==> config.mk <==
export PLATFORM = sky130hd
export DESIGN_NAME = fbv_front
export DESIGN_NICKNAME = d
export VERILOG_FILES = /design/src/design/fbv_pkg.sv /design/src/design/fbv_front.sv
export SDC_FILE = /design/constraint.sdc
export NUM_CORES = 1
export LEC_CHECK = 0
export ABC_AREA = 0
export BUFFER_PORTS_ARGS = -buffer_cell sky130_fd_sc_hd__buf_2
export CAP_MARGIN = 30
export CORE_AREA = 3 3 203 205
export DETAILED_ROUTE_END_ITERATION = 8
export DIE_AREA = 0 0 206 208
export REMOVE_ABC_BUFFERS = 1
export SLEW_MARGIN = 15
export SYNTH_ARGS = -nofsm -noshare
export SYNTH_HDL_FRONTEND = slang
export SYNTH_SLANG_ARGS = --single-unit
==> constraint.sdc <==
create_clock -name vclk -period 4.5
set_input_delay 0.675 -clock vclk [all_inputs]
set_output_delay 0.675 -clock vclk [all_outputs]
set_load 0.05 [all_outputs]
==> src/design/fbv_pkg.sv <==
package fbv_pkg;

    localparam int PLANE_COUNT         = 6;
    localparam int AXIS_COUNT          = 3;
    localparam int COMP_COUNT          = 4;
    localparam int COORD_W             = 32;
    localparam int COMP_W              = COORD_W + 1;
    localparam int PROD_W              = COMP_W + COORD_W;
    localparam int SUM_W               = PROD_W + 1;
    localparam int TOTAL_W             = SUM_W + 1;
    localparam int DIST_SHIFT          = 16;
    localparam int COL_W               = 2;
    localparam int S_FIELDS_W          = COL_W + 10 * COORD_W;
    localparam int S_TDATA_W           = ((S_FIELDS_W + 7) / 8) * 8;
    localparam int M_TDATA_W           = 8;
    localparam int DEFAULT_QUEUE_DEPTH = 4;

    localparam logic CMD_LOAD = 1'b0;
    localparam logic CMD_TEST = 1'b1;

    typedef struct packed {
        logic                               is_box;
        logic [COL_W-1:0]                   column;
        logic [PLANE_COUNT-1:0][COMP_W-1:0] val;
    } entry_t;

endpackage

==> src/design/fbv_front.sv <==
module fbv_front
(
    input  logic [fbv_pkg::S_TDATA_W-1:0] s_tdata,
    input  logic                          s_tuser,
    output fbv_pkg::entry_t               entry
);

    localparam int CW = fbv_pkg::COORD_W;
    localparam int KW = fbv_pkg::COMP_W;
    localparam int OW = fbv_pkg::COL_W;

    logic signed [CW-1:0] row [4];
    logic signed [CW-1:0] box [6];

    always_comb
    begin
        for (int i = 0; i < 4; i++)
        begin
            row[i] = s_tdata[OW + i*CW +: CW];
        end
        for (int i = 0; i < 6; i++)
        begin
            box[i] = s_tdata[OW + (4 + i)*CW +: CW];
        end
        entry.is_box = (s_tuser == fbv_pkg::CMD_TEST);
        entry.column = s_tdata[OW-1:0];
        for (int p = 0; p < fbv_pkg::PLANE_COUNT; p++)
        begin
            if (entry.is_box)
            begin
                entry.val[p] = KW'(box[p]);
            end
            else if (p % 2 == 1)
            begin
                entry.val[p] = KW'(row[3]) - KW'(row[p/2]);
            end
            else
            begin
                entry.val[p] = KW'(row[3]) + KW'(row[p/2]);
            end
        end
    end

endmodule

==> out/results.ini <==
[yosys]
yosysSeqAreaShare_pct = 0
synthCells = 2096
netlist_area_mm2 = 0.0132
syn_area_per_cell_um2 = 6.31
yosysUniqueCellTypes = 91
yosys_warnings = 0

[die]
die_y_um = 208
start_util_pct = 33.4
dieWidth_um = 206
core_mm2 = 0.0396
io_pins = 530
rows = 73
fp.dieArea_mm2 = 0.0428

[worst_setup_path]
critPathKind = in -> out
cp_max_fo = 4
startpoint = s_tdata[98]
start_kind = input port
end_kind = primary output
worstPathRequired_ps = 3830
cp-endpoint = entry[187]
arrival_ps = 3650

[sta]
setup_violations = 0
max_slew_margin_pct = 62.7
period_share_pct = 96.1
rsz0062_at_grt = no
period_needed_ps = 4320
hold_violations = 0
slew_violations = 0
fin_ws_ps = 176
worst_pin_slew_ps = 557
fmax_ghz = 0.231

[placement]
port_buffers = 520
place_hpwl_mm = 50.5
dp_slack_ps = 90.3
gp_congestion = 0.948

[drt]
postRouteWirelength_mm = 58.6
dr_total_vias = 16893
drc = 0
first_iter_violations = 1281
drtAntennaViolNets = 0
wl_per_cell_um = 19.1
vias_per_cell = 5.49
first_pass_iters = 5

[run]
cap_violations = 0

[layout]
areaGrowthSynthToFinish_pct = 23.7
n_clock_buffer = 0
fillerInstances = 4375
multi_input_area_mm2 = 0.0120
mostFrequentLayoutCells = 517 x buf_2, 255 x nand2_1, 206 x o21ai_0
layout-drive-gt1-share_pct = 25.5
nNetsFinal = 3070
regArea_um2 = 0
final_common_cell = buf_2
seq_cells = 0
utilization_pct = 41.3

[min_path]
min_from = s_tdata[0]
worst_hold_path_type = in -> out
hold_depth = 0

[power]
total_power_uw = 3410
power_density_mw_per_mm2 = 209
irDropWorstVdd_v = 0.000131
p_leak_uw = 0.00798

[grt]
grt-ovfl-total = 0
grt_max_degree = 131
grt_pass1_wl_mm = 88.1
antenna_found_initial = 13
grt_pass1_vias = 16226
grt_usage_pct = 25.4

[clock_network]
ctsHoldBuffers = 0

[status]
status = complete, no violations

[where the power goes]
part            leakage, uW  internal (uW)  switching, uW
registers                 0              0              0
clock network  0.0000000634       0.000298              0
logic               0.00798           1040           2370
total               0.00798           1040           2370
[worst min path at each step]
stage | slack, ps | endpoint
2_1_floorplan | 1350 | entry[198]
6_report | 1350 | entry[198]
4_1_cts | 1350 | entry[198]
5_1_grt | 1350 | entry[198]
3_5_place_dp | 1350 | entry[198]
3_3_place_gp | 1350 | entry[198]
[synth_stat cells (all sizes together) (18+ instances only)]
cell / count / area, um^2
nor3: 56 / 290
inv: 183 / 687
nand4: 26 / 163
nand2: 256 / 963
nor2b: 30 / 188
o21bai: 36 / 270
a21oi: 207 / 1050
nand3: 37 / 185
a211oi: 20 / 185
nand2b: 38 / 245
xor2: 25 / 219
o211ai: 27 / 203
o21ai: 238 / 1190
nor2: 153 / 577
a21o: 33 / 248
xnor2: 131 / 1150
clkbuf: 66 / 249
nor4: 18 / 134
o31ai: 33 / 258
mux2: 22 / 255
or3: 19 / 134
ha: 192 / 2400
a31oi: 41 / 272
buf: 60 / 323
[cells by family (layout without fill, tap and decap cells)]
group                      after synthesis  in the layout  synth area share [%]
AOI/OAI and AO/OA                      735            735                  35.1
adders and majority gates              198            198                  19.1
muxes                                   23             23                  2.01
other                                    0             10                     0
and+or+nand+nor                        673            673                  23.9
xor gates and xnor gates               156            156                  10.3
buffers and inverters                  311            756                  9.58
[cell type report]
type / count / area share, %
Multi-Input combinational cell: 1785 / 73.1
Timing Repair Buffer: 571 / 18.4
Inverter: 185 / 4.25
Tap cell: 525 / 4.02
Antenna cell: 10 / 0.153
[worst max-delay path, stage by stage]
cell and delay, ps:
buf_2 140, inv_1 110, ha_1 230, fa_1 410
and2b_4 280, o2111ai_4 150, a2111oi_4 380, nor3_2 120
o41ai_2 340, buf_4 180, a31oi_1 100, xnor2_1 170
o21ai_1 170, buf_6 180
[through the flow]
stage	instance area [um^2]	hold slack [ps]	instances	TNS (ps)
2_1_floorplan	12600	1350	1970	-378
6_report	16400	1350	3076	0
3_3_place_gp	16300	1350	3065	0
5_1_grt	16400	1350	3076	0
3_5_place_dp	16300	1350	3065	0
4_1_cts	16300	1350	3065	0
[routing by layer]
metal  vias up  share of wire [%]  GRT usage (%)  wire length (um)
li1       8326                  -              -                 -
met1      7865                 43           33.4             25400
met2       609                 49           45.2             28700
met3        87                5.0           1.63              2960
met4         6                2.5           5.97              1470
met5         -              0.063              0                37
[timing repair]
item                       CTS  global route
gates resized for setup      0             5
buffers inserted             0             1
setup endpoints to repair    0             3
hold endpoints to repair     0             0
(Power assumes the default switching activity.)
